<file path="src/rtl/cvos_pkg.sv">
package cvos_pkg;

    // Field and state widths.
    localparam int LEVEL_W    = 14;
    localparam int FRAC_W     = 16;
    localparam int ACC_W      = LEVEL_W + FRAC_W;
    localparam int STEP_W     = 13;
    localparam int DELTA_W    = 32;
    localparam int VALUE_W    = 16;
    localparam int CFG_W      = 15;
    localparam int DAC_W      = 12;
    localparam int ACT_W      = 2;
    localparam int CH_W       = 2;
    localparam int CFG_ADDR_W = 3;

    // Register file layout: four offsets, then four slew times.
    localparam int REG_CH        = 4;
    localparam int CFG_SLEW_BASE = REG_CH;

    // Level clamp limit.
    localparam logic [LEVEL_W-1:0] LEVEL_MAX = LEVEL_W'(16383);

    // Slew time to step count: ms / 6 as (ms * ceil(2^18 / 6)) >> 18, exact for 15-bit ms.
    localparam int                MS_PER_TICK = 6;
    localparam int                RECIP_SHIFT = 18;
    localparam int                RECIP_W     = 16;
    localparam logic [RECIP_W-1:0] RECIP_6    =
        RECIP_W'(((1 << RECIP_SHIFT) + MS_PER_TICK - 1) / MS_PER_TICK);
    localparam int                STEPS_MAX   = ((1 << CFG_W) - 1) / MS_PER_TICK;

    // Input actions.
    typedef enum logic [ACT_W-1:0] {
        ACT_SET  = 2'd0,
        ACT_TICK = 2'd1,
        ACT_SNAP = 2'd2
    } t_action;

    // Sequencer states.
    typedef enum logic [2:0] {
        S_IDLE,
        S_SET_CALC,
        S_SET_START,
        S_DIV,
        S_TICK,
        S_EMIT
    } t_state;

    // Request to and response from the shared divider.
    typedef struct packed {
        logic              start;
        logic [ACC_W-1:0]  dividend;
        logic [STEP_W-1:0] divisor;
    } t_div_req;

    typedef struct packed {
        logic             done;
        logic [ACC_W-1:0] quotient;
    } t_div_rsp;

endpackage

</file>
<file path="src/rtl/cvos_if.sv">
// Input transaction channel.
interface cvos_in_if import cvos_pkg::*; ();
    logic                      valid;
    logic                      ready;
    logic [ACT_W-1:0]          action;
    logic [CH_W-1:0]           channel;
    logic signed [VALUE_W-1:0] value;
    logic                      slew_enable;

    modport source (output valid, action, channel, value, slew_enable, input ready);
    modport sink   (input valid, action, channel, value, slew_enable, output ready);
endinterface

// Result transaction channel.
interface cvos_out_if import cvos_pkg::*; ();
    logic             valid;
    logic             ready;
    logic             updated;
    logic             slewing;
    logic [DAC_W-1:0] dac_code_0;
    logic [DAC_W-1:0] dac_code_1;
    logic [DAC_W-1:0] dac_code_2;
    logic [DAC_W-1:0] dac_code_3;

    modport source (output valid, updated, slewing, dac_code_0, dac_code_1, dac_code_2,
                    dac_code_3, input ready);
    modport sink   (input valid, updated, slewing, dac_code_0, dac_code_1, dac_code_2,
                    dac_code_3, output ready);
endinterface

</file>
<file path="src/rtl/cvos_div.sv">
module cvos_div
    import cvos_pkg::*;
(
    input  logic     i_clk,
    input  logic     i_rst_n,
    input  t_div_req i_req,
    output t_div_rsp o_rsp
);

    localparam int CNT_W = $clog2(ACC_W + 1);

    logic              r_busy, n_busy;
    logic              r_done, n_done;
    logic [CNT_W-1:0]  r_cnt, n_cnt;
    logic [ACC_W-1:0]  r_quo, n_quo;
    logic [STEP_W-1:0] r_rem, n_rem;
    logic [STEP_W-1:0] r_dvs, n_dvs;
    logic [STEP_W:0]   w_trial;
    logic              w_fit;

    // One restoring step: shift in the next dividend bit and try the subtraction.
    assign w_trial = {r_rem, r_quo[ACC_W-1]};
    assign w_fit   = (w_trial >= {1'b0, r_dvs});

    always_comb begin
        n_busy = r_busy;
        n_done = 1'b0;
        n_cnt  = r_cnt;
        n_quo  = r_quo;
        n_rem  = r_rem;
        n_dvs  = r_dvs;
        if (i_req.start) begin
            n_busy = 1'b1;
            n_cnt  = CNT_W'(ACC_W);
            n_quo  = i_req.dividend;
            n_rem  = '0;
            n_dvs  = i_req.divisor;
        end else if (r_busy) begin
            n_rem = w_fit ? STEP_W'(w_trial - {1'b0, r_dvs}) : w_trial[STEP_W-1:0];
            n_quo = {r_quo[ACC_W-2:0], w_fit};
            n_cnt = r_cnt - CNT_W'(1);
            if (r_cnt == CNT_W'(1)) begin
                n_busy = 1'b0;
                n_done = 1'b1;
            end
        end
    end

    always_ff @(posedge i_clk) begin
        if (!i_rst_n) begin
            r_busy <= 1'b0;
            r_done <= 1'b0;
            r_cnt  <= '0;
        end else begin
            r_busy <= n_busy;
            r_done <= n_done;
            r_cnt  <= n_cnt;
        end
        r_quo <= n_quo;
        r_rem <= n_rem;
        r_dvs <= n_dvs;
    end

    assign o_rsp.done     = r_done;
    assign o_rsp.quotient = r_quo;

endmodule

</file>
<file path="src/rtl/cv_output_slew_engine.sv">
// Control-voltage slew engine: CHANNELS levels of 14 bits, each ramping toward a target.
// Input channel i_in carries set, tick and snap transactions; o_res carries one result
// per tick (updated and slewing flags and four 12-bit DAC codes). Other actions give none.
// Offsets and slew times are written through i_cfg_we / i_cfg_addr / i_cfg_data; the user must
// do so only while idle, as the block does not enforce it. A set transaction passes through a
// calc and a start state; with slew on, the per-step delta comes from one shared radix-2 divider
// that retires one quotient bit per cycle over 30 bits. A tick walks the channels one per cycle
// through one accumulator adder, then loads its result in the emit state. A snap is done in idle.
// i_in.ready is high only while the sequencer is idle, one transaction at a time.
// The result sits in an output register; set and snap transactions are still taken while
// it waits. A tick whose result finds the register full waits until the receiver takes it.
// Reset (synchronous, active low) clears all levels, targets, ramps, configuration registers
// and the sequencer state to zero and empties the output register; no clearing pass is needed.
module cv_output_slew_engine
    import cvos_pkg::*;
#(
    parameter int CHANNELS = 4
) (
    input  logic                  i_clk,
    input  logic                  i_rst_n,
    input  logic                  i_cfg_we,
    input  logic [CFG_ADDR_W-1:0] i_cfg_addr,
    input  logic [CFG_W-1:0]      i_cfg_data,
    cvos_in_if.sink               i_in,
    cvos_out_if.source            o_res
);

    localparam int               IDX_W    = (CHANNELS > 1) ? $clog2(CHANNELS) : 1;
    localparam logic [IDX_W-1:0] IDX_LAST = IDX_W'(CHANNELS - 1);

    // Configuration registers.
    logic signed [CFG_W-1:0] r_offset [REG_CH];
    logic [CFG_W-1:0]        r_slew_ms [REG_CH];

    // Per-channel state.
    logic [LEVEL_W-1:0] r_level_now [CHANNELS], n_level_now [CHANNELS];
    logic [LEVEL_W-1:0] r_level_tgt [CHANNELS], n_level_tgt [CHANNELS];
    logic [STEP_W-1:0]  r_steps_left [CHANNELS], n_steps_left [CHANNELS];
    logic [DELTA_W-1:0] r_step_delta [CHANNELS], n_step_delta [CHANNELS];
    logic [ACC_W-1:0]   r_level_acc [CHANNELS], n_level_acc [CHANNELS];

    // Sequencer and the latched transaction.
    t_state                    r_state, n_state;
    logic [IDX_W-1:0]          r_idx, n_idx;
    logic [CH_W-1:0]           r_ch, n_ch;
    logic signed [VALUE_W-1:0] r_val, n_val;
    logic                      r_slew, n_slew;
    logic [LEVEL_W-1:0]        r_tgt, n_tgt;
    logic [STEP_W-1:0]         r_steps, n_steps;
    logic                      r_neg, n_neg;
    logic                      r_upd, n_upd;
    logic                      r_slw, n_slw;

    // Output register.
    logic             r_out_valid, n_out_valid;
    logic             r_out_upd, n_out_upd;
    logic             r_out_slw, n_out_slw;
    logic [DAC_W-1:0] r_out_dac [REG_CH], n_out_dac [REG_CH];

    t_div_req w_div_req;
    t_div_rsp w_div_rsp;

    logic                      w_accept;
    logic [IDX_W-1:0]          w_sel;
    logic signed [VALUE_W:0]   w_sum;
    logic [CFG_W+RECIP_W-1:0]  w_ms_prod;
    logic [STEP_W-1:0]         w_ms_steps;
    logic signed [LEVEL_W:0]   w_diff;
    logic [LEVEL_W-1:0]        w_mag;
    logic [STEP_W-1:0]         w_step_dec;
    logic [ACC_W-1:0]          w_acc_sum;
    logic [DAC_W-1:0]          w_dac [REG_CH];

    cvos_div u_div (
        .i_clk   (i_clk),
        .i_rst_n (i_rst_n),
        .i_req   (w_div_req),
        .o_rsp   (w_div_rsp)
    );

    assign w_accept  = i_in.valid && i_in.ready;
    assign i_in.ready = (r_state == S_IDLE);
    assign w_sel     = IDX_W'(r_ch);

    // Offset sum is exact in 17 bits; the slew step count uses a reciprocal multiply.
    assign w_sum      = $signed({r_val[VALUE_W-1], r_val})
                      + $signed({{(VALUE_W + 1 - CFG_W){r_offset[r_ch][CFG_W-1]}}, r_offset[r_ch]});
    assign w_ms_prod  = r_slew_ms[r_ch] * RECIP_6;
    assign w_ms_steps = w_ms_prod[RECIP_SHIFT +: STEP_W];

    // Distance to the new target, as sign and magnitude for the divider.
    assign w_diff = $signed({1'b0, r_tgt}) - $signed({1'b0, r_level_now[w_sel]});
    assign w_mag  = w_diff[LEVEL_W] ? LEVEL_W'(-w_diff) : w_diff[LEVEL_W-1:0];

    // Shared step datapath for the channel walk.
    assign w_step_dec = r_steps_left[r_idx] - STEP_W'(1);
    assign w_acc_sum  = r_level_acc[r_idx] + r_step_delta[r_idx][ACC_W-1:0];

    // DAC codes; channels beyond the parameter read as zero.
    for (genvar g = 0; g < REG_CH; g++) begin : g_dac
        if (g < CHANNELS) begin : g_on
            assign w_dac[g] = r_level_now[g][LEVEL_W-1 -: DAC_W];
        end else begin : g_off
            assign w_dac[g] = '0;
        end
    end

    // Configuration writes.
    always_ff @(posedge i_clk) begin
        if (!i_rst_n) begin
            for (int i = 0; i < REG_CH; i++) begin
                r_offset[i]  <= '0;
                r_slew_ms[i] <= '0;
            end
        end else if (i_cfg_we) begin
            if (int'(i_cfg_addr) < CFG_SLEW_BASE) begin
                r_offset[i_cfg_addr[CH_W-1:0]] <= i_cfg_data;
            end else begin
                r_slew_ms[i_cfg_addr[CH_W-1:0]] <= i_cfg_data;
            end
        end
    end

    // Next state, channel updates and the result register.
    always_comb begin
        n_state      = r_state;
        n_idx        = r_idx;
        n_ch         = r_ch;
        n_val        = r_val;
        n_slew       = r_slew;
        n_tgt        = r_tgt;
        n_steps      = r_steps;
        n_neg        = r_neg;
        n_upd        = r_upd;
        n_slw        = r_slw;
        n_level_now  = r_level_now;
        n_level_tgt  = r_level_tgt;
        n_steps_left = r_steps_left;
        n_step_delta = r_step_delta;
        n_level_acc  = r_level_acc;
        n_out_valid  = r_out_valid && !o_res.ready;
        n_out_upd    = r_out_upd;
        n_out_slw    = r_out_slw;
        n_out_dac    = r_out_dac;
        w_div_req    = '{start: 1'b0, dividend: {w_mag, FRAC_W'(0)}, divisor: r_steps};

        case (r_state)
            S_IDLE: begin
                if (w_accept) begin
                    n_ch   = i_in.channel;
                    n_val  = i_in.value;
                    n_slew = i_in.slew_enable;
                    n_idx  = '0;
                    n_upd  = 1'b0;
                    n_slw  = 1'b0;
                    case (i_in.action)
                        ACT_SET: begin
                            if (int'(i_in.channel) < CHANNELS) begin
                                n_state = S_SET_CALC;
                            end
                        end
                        ACT_TICK: begin
                            n_state = S_TICK;
                        end
                        ACT_SNAP: begin
                            for (int i = 0; i < CHANNELS; i++) begin
                                n_steps_left[i] = STEP_W'(1);
                            end
                        end
                        default: begin
                        end
                    endcase
                end
            end

            // Clamp the offset sum and work out the step count.
            S_SET_CALC: begin
                if (w_sum < 0) begin
                    n_tgt = '0;
                end else if (w_sum > $signed({3'b000, LEVEL_MAX})) begin
                    n_tgt = LEVEL_MAX;
                end else begin
                    n_tgt = w_sum[LEVEL_W-1:0];
                end
                n_steps = (w_ms_steps == '0) ? STEP_W'(1) : w_ms_steps;
                n_state = S_SET_START;
            end

            // Jump at once, or hand the scaled distance to the divider.
            S_SET_START: begin
                n_level_tgt[w_sel] = r_tgt;
                if (r_slew) begin
                    w_div_req.start = 1'b1;
                    n_neg           = w_diff[LEVEL_W];
                    n_state         = S_DIV;
                end else begin
                    n_steps_left[w_sel] = STEP_W'(1);
                    n_level_now[w_sel]  = r_tgt;
                    n_level_acc[w_sel]  = {r_tgt, FRAC_W'(0)};
                    n_state             = S_IDLE;
                end
            end

            // Load the ramp once the quotient is ready.
            S_DIV: begin
                if (w_div_rsp.done) begin
                    n_steps_left[w_sel] = r_steps;
                    n_step_delta[w_sel] = r_neg
                        ? (DELTA_W'(0) - DELTA_W'(w_div_rsp.quotient))
                        : DELTA_W'(w_div_rsp.quotient);
                    n_level_acc[w_sel]  = {r_level_now[w_sel], FRAC_W'(0)};
                    n_state             = S_IDLE;
                end
            end

            // Advance one channel per cycle.
            S_TICK: begin
                if (r_steps_left[r_idx] != '0) begin
                    n_steps_left[r_idx] = w_step_dec;
                    if (w_step_dec == '0) begin
                        n_level_now[r_idx] = r_level_tgt[r_idx];
                    end else begin
                        n_level_acc[r_idx] = w_acc_sum;
                        n_level_now[r_idx] = w_acc_sum[ACC_W-1 -: LEVEL_W];
                        n_slw              = 1'b1;
                    end
                    n_upd = 1'b1;
                end
                if (r_idx == IDX_LAST) begin
                    n_state = S_EMIT;
                end else begin
                    n_idx = r_idx + IDX_W'(1);
                end
            end

            // Load the result once the output register is free.
            S_EMIT: begin
                if (!r_out_valid || o_res.ready) begin
                    n_out_valid = 1'b1;
                    n_out_upd   = r_upd;
                    n_out_slw   = r_slw;
                    n_out_dac   = w_dac;
                    n_state     = S_IDLE;
                end
            end

            default: begin
                n_state = S_IDLE;
            end
        endcase
    end

    always_ff @(posedge i_clk) begin
        if (!i_rst_n) begin
            r_state     <= S_IDLE;
            r_idx       <= '0;
            r_upd       <= 1'b0;
            r_slw       <= 1'b0;
            r_out_valid <= 1'b0;
            for (int i = 0; i < CHANNELS; i++) begin
                r_level_now[i]  <= '0;
                r_level_tgt[i]  <= '0;
                r_steps_left[i] <= '0;
                r_step_delta[i] <= '0;
                r_level_acc[i]  <= '0;
            end
        end else begin
            r_state      <= n_state;
            r_idx        <= n_idx;
            r_upd        <= n_upd;
            r_slw        <= n_slw;
            r_out_valid  <= n_out_valid;
            r_level_now  <= n_level_now;
            r_level_tgt  <= n_level_tgt;
            r_steps_left <= n_steps_left;
            r_step_delta <= n_step_delta;
            r_level_acc  <= n_level_acc;
        end
        r_ch      <= n_ch;
        r_val     <= n_val;
        r_slew    <= n_slew;
        r_tgt     <= n_tgt;
        r_steps   <= n_steps;
        r_neg     <= n_neg;
        r_out_upd <= n_out_upd;
        r_out_slw <= n_out_slw;
        r_out_dac <= n_out_dac;
    end

    assign o_res.valid      = r_out_valid;
    assign o_res.updated    = r_out_upd;
    assign o_res.slewing    = r_out_slw;
    assign o_res.dac_code_0 = r_out_dac[0];
    assign o_res.dac_code_1 = r_out_dac[1];
    assign o_res.dac_code_2 = r_out_dac[2];
    assign o_res.dac_code_3 = r_out_dac[3];

    // The divider only finishes while the sequencer waits for it.
    a_div_done_in_wait: assert property (@(posedge i_clk) disable iff (!i_rst_n)
        w_div_rsp.done |-> (r_state == S_DIV))
        else $error("divider finished outside the wait state");

    // A new result is only loaded at the end of a channel walk.
    a_result_from_walk: assert property (@(posedge i_clk) disable iff (!i_rst_n)
        $rose(r_out_valid) |-> ($past(r_state) == S_EMIT))
        else $error("result register loaded outside the emit state");

    // A ramp never holds more steps than the longest slew time allows.
    a_steps_bounded: assert property (@(posedge i_clk) disable iff (!i_rst_n)
        r_steps_left[r_idx] <= STEP_W'(STEPS_MAX))
        else $error("step count beyond the longest slew");

    // An accepted tick starts its walk at the first channel.
    a_tick_walk_start: assert property (@(posedge i_clk) disable iff (!i_rst_n)
        (w_accept && (i_in.action == ACT_TICK)) |=> ((r_state == S_TICK) && (r_idx == '0)))
        else $error("tick walk did not start at channel zero");

endmodule
</file>
<file path="src/flat_wrapper.sv">
// flat-port wrapper written by rule: the top's interface ports become plain ports
module cv_output_slew_engine_flat import cvos_pkg::*;
#(
    parameter int CHANNELS = 4
)
  (i_clk, i_rst_n, i_cfg_we, i_cfg_addr, i_cfg_data, i_in_valid, i_in_action, i_in_channel, i_in_value, i_in_slew_enable, i_in_ready, o_res_valid, o_res_updated, o_res_slewing, o_res_dac_code_0, o_res_dac_code_1, o_res_dac_code_2, o_res_dac_code_3, o_res_ready);
  cvos_in_if i_in_i ();
  cvos_out_if o_res_i ();
  input  logic i_clk;
  input  logic i_rst_n;
  input  logic i_cfg_we;
  input  logic [CFG_ADDR_W-1:0] i_cfg_addr;
  input  logic [CFG_W-1:0] i_cfg_data;
  input wire logic [$bits(i_in_i.valid)-1:0] i_in_valid;
  input wire logic [$bits(i_in_i.action)-1:0] i_in_action;
  input wire logic [$bits(i_in_i.channel)-1:0] i_in_channel;
  input wire logic [$bits(i_in_i.value)-1:0] i_in_value;
  input wire logic [$bits(i_in_i.slew_enable)-1:0] i_in_slew_enable;
  output wire logic [$bits(i_in_i.ready)-1:0] i_in_ready;
  output wire logic [$bits(o_res_i.valid)-1:0] o_res_valid;
  output wire logic [$bits(o_res_i.updated)-1:0] o_res_updated;
  output wire logic [$bits(o_res_i.slewing)-1:0] o_res_slewing;
  output wire logic [$bits(o_res_i.dac_code_0)-1:0] o_res_dac_code_0;
  output wire logic [$bits(o_res_i.dac_code_1)-1:0] o_res_dac_code_1;
  output wire logic [$bits(o_res_i.dac_code_2)-1:0] o_res_dac_code_2;
  output wire logic [$bits(o_res_i.dac_code_3)-1:0] o_res_dac_code_3;
  input wire logic [$bits(o_res_i.ready)-1:0] o_res_ready;
  assign i_in_i.valid = i_in_valid;
  assign i_in_i.action = i_in_action;
  assign i_in_i.channel = i_in_channel;
  assign i_in_i.value = i_in_value;
  assign i_in_i.slew_enable = i_in_slew_enable;
  assign i_in_ready = i_in_i.ready;
  assign o_res_valid = o_res_i.valid;
  assign o_res_updated = o_res_i.updated;
  assign o_res_slewing = o_res_i.slewing;
  assign o_res_dac_code_0 = o_res_i.dac_code_0;
  assign o_res_dac_code_1 = o_res_i.dac_code_1;
  assign o_res_dac_code_2 = o_res_i.dac_code_2;
  assign o_res_dac_code_3 = o_res_i.dac_code_3;
  assign o_res_i.ready = o_res_ready;
  cv_output_slew_engine #(.CHANNELS(CHANNELS)) u_core (.i_clk(i_clk), .i_rst_n(i_rst_n), .i_cfg_we(i_cfg_we), .i_cfg_addr(i_cfg_addr), .i_cfg_data(i_cfg_data), .i_in(i_in_i), .o_res(o_res_i));
endmodule
</file>
<file path="config.mk">
export PLATFORM = sky130hd
export DESIGN_NAME = cv_output_slew_engine_flat
export DESIGN_NICKNAME = d
export VERILOG_FILES = /design/src/rtl/cvos_pkg.sv /design/src/rtl/cvos_if.sv /design/src/rtl/cvos_div.sv /design/src/rtl/cv_output_slew_engine.sv /design/src/flat_wrapper.sv
export SDC_FILE = /design/constraint.sdc
export NUM_CORES = 2
export LEC_CHECK = 0
export BUFFER_PORTS_ARGS = -buffer_cell sky130_fd_sc_hd__buf_2
export CAP_MARGIN = 20
export CORE_MARGIN = 2
export CORE_UTILIZATION = 35
export CTS_CLUSTER_SIZE = 28
export DETAILED_ROUTE_END_ITERATION = 8
export HOLD_SLACK_MARGIN = 0.1
export PLACE_DENSITY = 0.55
export SLEW_MARGIN = 15
export SYNTH_ARGS = -nofsm -noshare
export SYNTH_HDL_FRONTEND = slang
export SYNTH_HIERARCHICAL = 1
export SYNTH_SLANG_ARGS = --single-unit
</file>
<file path="constraint.sdc">
create_clock -name i_clk -period 8.3 [get_ports i_clk]
set_clock_uncertainty 0.15 [all_clocks]
set_input_delay 0.83 -clock i_clk [delete_from_list [all_inputs] [get_ports i_clk]]
set_output_delay 0.83 -clock i_clk [all_outputs]
set_load 0.05 [all_outputs]
</file>
# == After elaboration in Yosys (flattened, before gate mapping) ==
# Memory sizes are Yosys's and may differ from the RTL's. A register that Yosys moved wholly into a read port is not among the register bits.
# Cells that the tools add are included.
# classes
add_sub_neg,9
n_mul,1
order_cmp,8
eq_ne,19
mux,103
n_bitwise,7
n_reduce_logical,32
# ops
op,count
$mux W120,4
$bwmux W120,3
$pmux W120 S3,1
$mux W52,5
$mux W30,8
$bwmux W56,4
$pmux W52 S4,1
$mux W56,3
$bwmux W128,1
$demux W30 S2,2
$mux W14,8
$pmux W56 S2,1
$bwmux W52,2
$mux W13,5
$bmux W32 S2,1
$demux W32 S2,1
$mux W32,2
$bmux W30 S2,1
$bmux W14 S2,2
$demux W14 S2,2
$demux W13 S2,2
$and A48 B48 Y48,1
$not A48 Y48,1
$mul A15 B16 Y31 const B,1
55 further kinds,117
# totals
register_bits,580
mem_bits_rw,120
input_bits,44
out_inout_bits,52
wordCells,226
mem_count,2
# mem_list
name,depth,width,read_ports,rd_clocked_by_memory_dff,wr,line,source
u_core.r_offset,4,15,1,1,4,cv_output_slew_engine.sv:32,logic signed [CFG_W-1:0] r_offset [REG_CH];
u_core.r_slew_ms,4,15,1,1,4,cv_output_slew_engine.sv:33,logic [CFG_W-1:0] r_slew_ms [REG_CH];

# == Logic depth before layout (Yosys ltp) ==
# logic_depth
depth_word,9
depth_mapped,24
mapped_depth_nobuf,21

# == Modules after synthesis ==
# The synthesis kept the hierarchy.
# modules_own_cells
module,instances,cells_each,area_each_um2,seq_area_each_um2
cv_output_slew_engine,1,3418,34863.4,14804.2
cvos_div,1,269,3198.1,1691.6

# == Worst setup path after synthesis ==
# No wires, ideal clock.
# synth_path
kind,flip-flop to flip-flop
startpoint,register with a tool-made name
endpoint,register u_core.r_steps[0] (data pin)
setup_ns,0.169
t_arrival_ns,7.415
required_ns,7.981
path_slack_ns,0.566
path_stages_with_launch,22
n_path_buf,2
period_less_slack_ns,7.734
cell_sequence,dfxtp_1 buf_1 buf_1 mux4_2 ha_1 inv_1 fa_1 inv_1 fa_1 fa_1 fa_1 fa_1 ha_1 nand4_1 nor3_1 o21ai_0 and4_1 o31ai_1 nor4_1 a311o_1 or4_1 o31ai_1
# synth_lines
item,line,source
to (signal assigned),cv_output_slew_engine.sv:283,r_steps <= n_steps;
to (decl),cv_output_slew_engine.sv:49,"logic [STEP_W-1:0] r_steps, n_steps;"

==> results.txt <==
FP Rows = 120
Grt ovf = 0
FILL cells = 10570
Die area = 111400 um^2
Clock Tree Root = clkbuf_16
First-pass iteration count of the detailed router = 7
Largest net degree at the start of global routing = 105
Vias in the first global route = 28700
Total track usage = 0.2090
Worst Hold Class = input port to flip-flop
Status = complete, no violations
Final Cycle Share = 0.9122
Fmax = 132.1 MHz
Area of the core = 107500 um^2
PortBufs = 95
Placed Cells = 5027
CTS tree = built
Final hold viol count = 0
Share of layout cells above drive strength 1 = 0.1432
H-tree depth = 3
Final net count = 4005
Mapped Cells = 3687
Seq/Total Area, Yosys = 0.4334
Ys async rst share = 0
Count of cell types in the netlist = 97
Horiz. Die Dim = 333.8 um
Finished Layout Cells = 5185
Max-slew headroom = 0.2015
Worst EP arrival = 7.86 ns
DR DRC count = 0
Setup TNS = 0 ns
DRT iter0 DRCs = 2881
Global-route wire length before repair = 180400 um
Hold path start = i_in_value[12]
Slew @ Worst Pin = 1.197 ns
Antenna Nets Post-Route = 0
Yosys reg bits = 694
DP HPWL = 80690 um
Longest Clk Path Bufs = 3
Final Instance Area = 42930 um^2
CTS Sinks = 694
Postcts setup bufs = 0
Post-CTS resize count = 0
Number of flops mapped to enable cells by yosys = 260
WP data required = 8.59 ns
Post-layout minimum cycle time = 7.571 ns
Critical path fanouts, max = 14
Hold_buf cts = 0
Leak = 15.97 nW
Post-Syn Area = 38060 um^2
Initial core utilization = 0.3541
Max cap viols = 0
Crit path launch type = flip-flop
Clock Latency Late Sink = 0.67 ns
Unrepaired setup endpoints after global routing = false
Post-DP Area = 39990 um^2
PD cells = 504.7 nW/um^2
Num ports = 96
WL final = 118300 um
Area grow syn2layout = 12.78%
Antenna violations before repair = 7
CP endpoint kind = flip-flop
Routed WL per cell = 22.82 um
Via count = 29530
Mapped Avg Cell Area = 10.32 um^2
Critical path type = flip-flop to flip-flop
Ys Warns = 6
Clk pin slew, worst setup/hold paths = 0.06 ns
Ys flop type = dfxtp_1
Die H = 333.8 um
Count of final max-slew check failures = 0
Placer Congestion = 0.9106
CTS buffer count = 80
Final setup violation count = 0
Vias/cell = 5.695
Peak supply drop = 0.001007 V
area by class of cell:
class / instances / area, um^2 / area share
inverters: 150 / 570.5 / 0.01329
multi-input cells: 2616 / 20150 / 0.4694
repair buffers: 170 / 1095 / 0.02550
clock inverters: 43 / 549.3 / 0.01280
clock buffers: 106 / 2293 / 0.05343
diodes: 3 / 7.507 / 0.0001749
flip-flops and latches: 694 / 16500 / 0.3845
well taps: 1403 / 1755 / 0.04089
per-stage QoR:
step | util | hold slack [ns] | total power [mW] | worst slack (ns)
2_1_floorplan | - | 0.2590 | 14.63 | 0.5657
3_3_place_gp | 0.3720 | 0.2689 | 17.65 | 0.8843
3_5_place_dp | 0.3720 | 0.2680 | 17.78 | 0.6844
4_1_cts | 0.3984 | 0.1645 | 21.69 | 0.6416
5_1_grt | 0.3993 | 0.1779 | 23.78 | 0.1475
6_report | 0.3993 | 0.2010 | 21.66 | 0.7286
worst paths after layout:
| check | slack, ns | end | cells past startpoint |
|---|---|---|---|
| max | 0.73 | u_core/r_steps[0] | 20 |
| min | 0.20 | u_core/r_val[12] | 1 |
| max reg2reg | 0.73 | u_core/r_steps[0] | 20 |
| min reg2reg | 0.28 | u_core/o_res.slewing | 0 |
cells by family (layout without fill, tap and decap cells):
family          count (synthesis)  count (layout)  share of synthesized area
xor+xnor                      119             119                    0.02738
buf+inv                       392             469                    0.04119
compound gates               1035            1035                     0.1869
fa+ha+maj                     249             249                    0.09408
simple gates                 1013            1013                     0.1245
flops                         694             694                     0.4334
other cells                     1              19                 0.00009852
mux                           184             184                    0.09244
critical path, cell delays in order (launching register included):
cell and delay, ns:
dfxtp_2 0.63, buf_4 0.31, mux4_2 0.58, ha_1 0.44, nand2_1 0.12, inv_1 0.17
ha_1 0.29, xor2_1 0.31, fa_1 0.50, fa_1 0.52, fa_1 0.43, ha_1 0.34
nand4_1 0.14, nor3_1 0.32, o21ai_0 0.21, and4_1 0.27, o31ai_1 0.48, nor4_1 0.09
a311o_1 0.36, or4_1 0.47, o31ai_1 0.23
metal layers:
metal	up-vias	GRT usage	share of wire
met3	276	0.04436	0.078
met4	6	0.08329	0.039
met2	1147	0.3263	0.45
met1	14410	0.2826	0.44
met5	-	0	0.00033
li1	13680	-	-
synthesized netlist by cell type (13+ instances only):
cell type  number  area share
and2_1        135       0.022
o21ai_0       148       0.019
nand2b_1       25      0.0041
clkbuf_1      184       0.018
a21oi_1       215       0.028
edfxtp_1      260        0.21
a22o_1         79       0.018
buf_1          31      0.0031
xor2_1         57       0.013
fa_1           62       0.033
nand4_1        14      0.0023
o21a_1         32      0.0063
xnor2_1        62       0.014
inv_1         149       0.015
nand2_1       312       0.031
a211oi_1      136       0.027
o21ai_1        54      0.0071
a21o_1         44      0.0087
nand3_1        29      0.0038
a222oi_1       21      0.0055
ha_1          187       0.061
o31ai_1        20      0.0039
or2_2          13      0.0021
a31oi_1        15      0.0025
a221oi_1       40      0.0092
o22ai_1        39      0.0064
nor2_1        336       0.033
o211ai_1       13      0.0026
mux2i_1        17      0.0045
mux2_2         36       0.011
o211a_1        17      0.0045
or3_1          17      0.0028
and3_1         34      0.0056
a22oi_1        66       0.013
dfxtp_1       434        0.23
nor2b_1        18      0.0030
mux4_2        130       0.077
nor3_1         29      0.0038
report_power, final:
group	internal [mW]	leakage, nW	switching [mW]
Combinational	5.52	8.67	7.87
Sequential	4.16	5.90	0.336
Clock	2.25	1.40	1.53
state kept, by name, summed over array words and instances, names as in the netlist, 13 cells and up, named ones only:
signal,flops
u_core/r_level_tgt,56
u_core/r_slew_ms,60
u_core/r_steps_left,52
u_core/r_step_delta,120
u_core/r_offset,60
u_core/r_steps,13
u_core/r_val,16
u_core/r_tgt,14
u_core/u_div/r_quo,30
u_core/u_div/r_dvs,13
u_core/u_div/r_rem,13
u_core/r_level_acc,120
u_core/r_level_now,56
cells in the final DEF, fill, tap and decap left out, types with 28 or more instances in the layout:
| cell type | n |
|---|---|
| nor3_1 | 28 |
| a21o_1 | 44 |
| nand2_1 | 312 |
| ha_1 | 187 |
| nor2_1 | 331 |
| o21ai_0 | 141 |
| a211oi_1 | 136 |
| and3_1 | 30 |
| mux2_2 | 36 |
| buf_4 | 71 |
| o21a_1 | 32 |
| edfxtp_1 | 260 |
| a22oi_1 | 66 |
| a22o_1 | 79 |
| dfxtp_1 | 431 |
| o21ai_1 | 56 |
| xnor2_1 | 62 |
| and2_1 | 134 |
| buf_2 | 95 |
| a21oi_1 | 210 |
| clkbuf_16 | 83 |
| fa_1 | 62 |
| inv_1 | 147 |
| xor2_1 | 57 |
| mux4_2 | 130 |
| o22ai_1 | 39 |
| nand3_1 | 29 |
| a221oi_1 | 40 |
(Power assumes the default switching activity.)
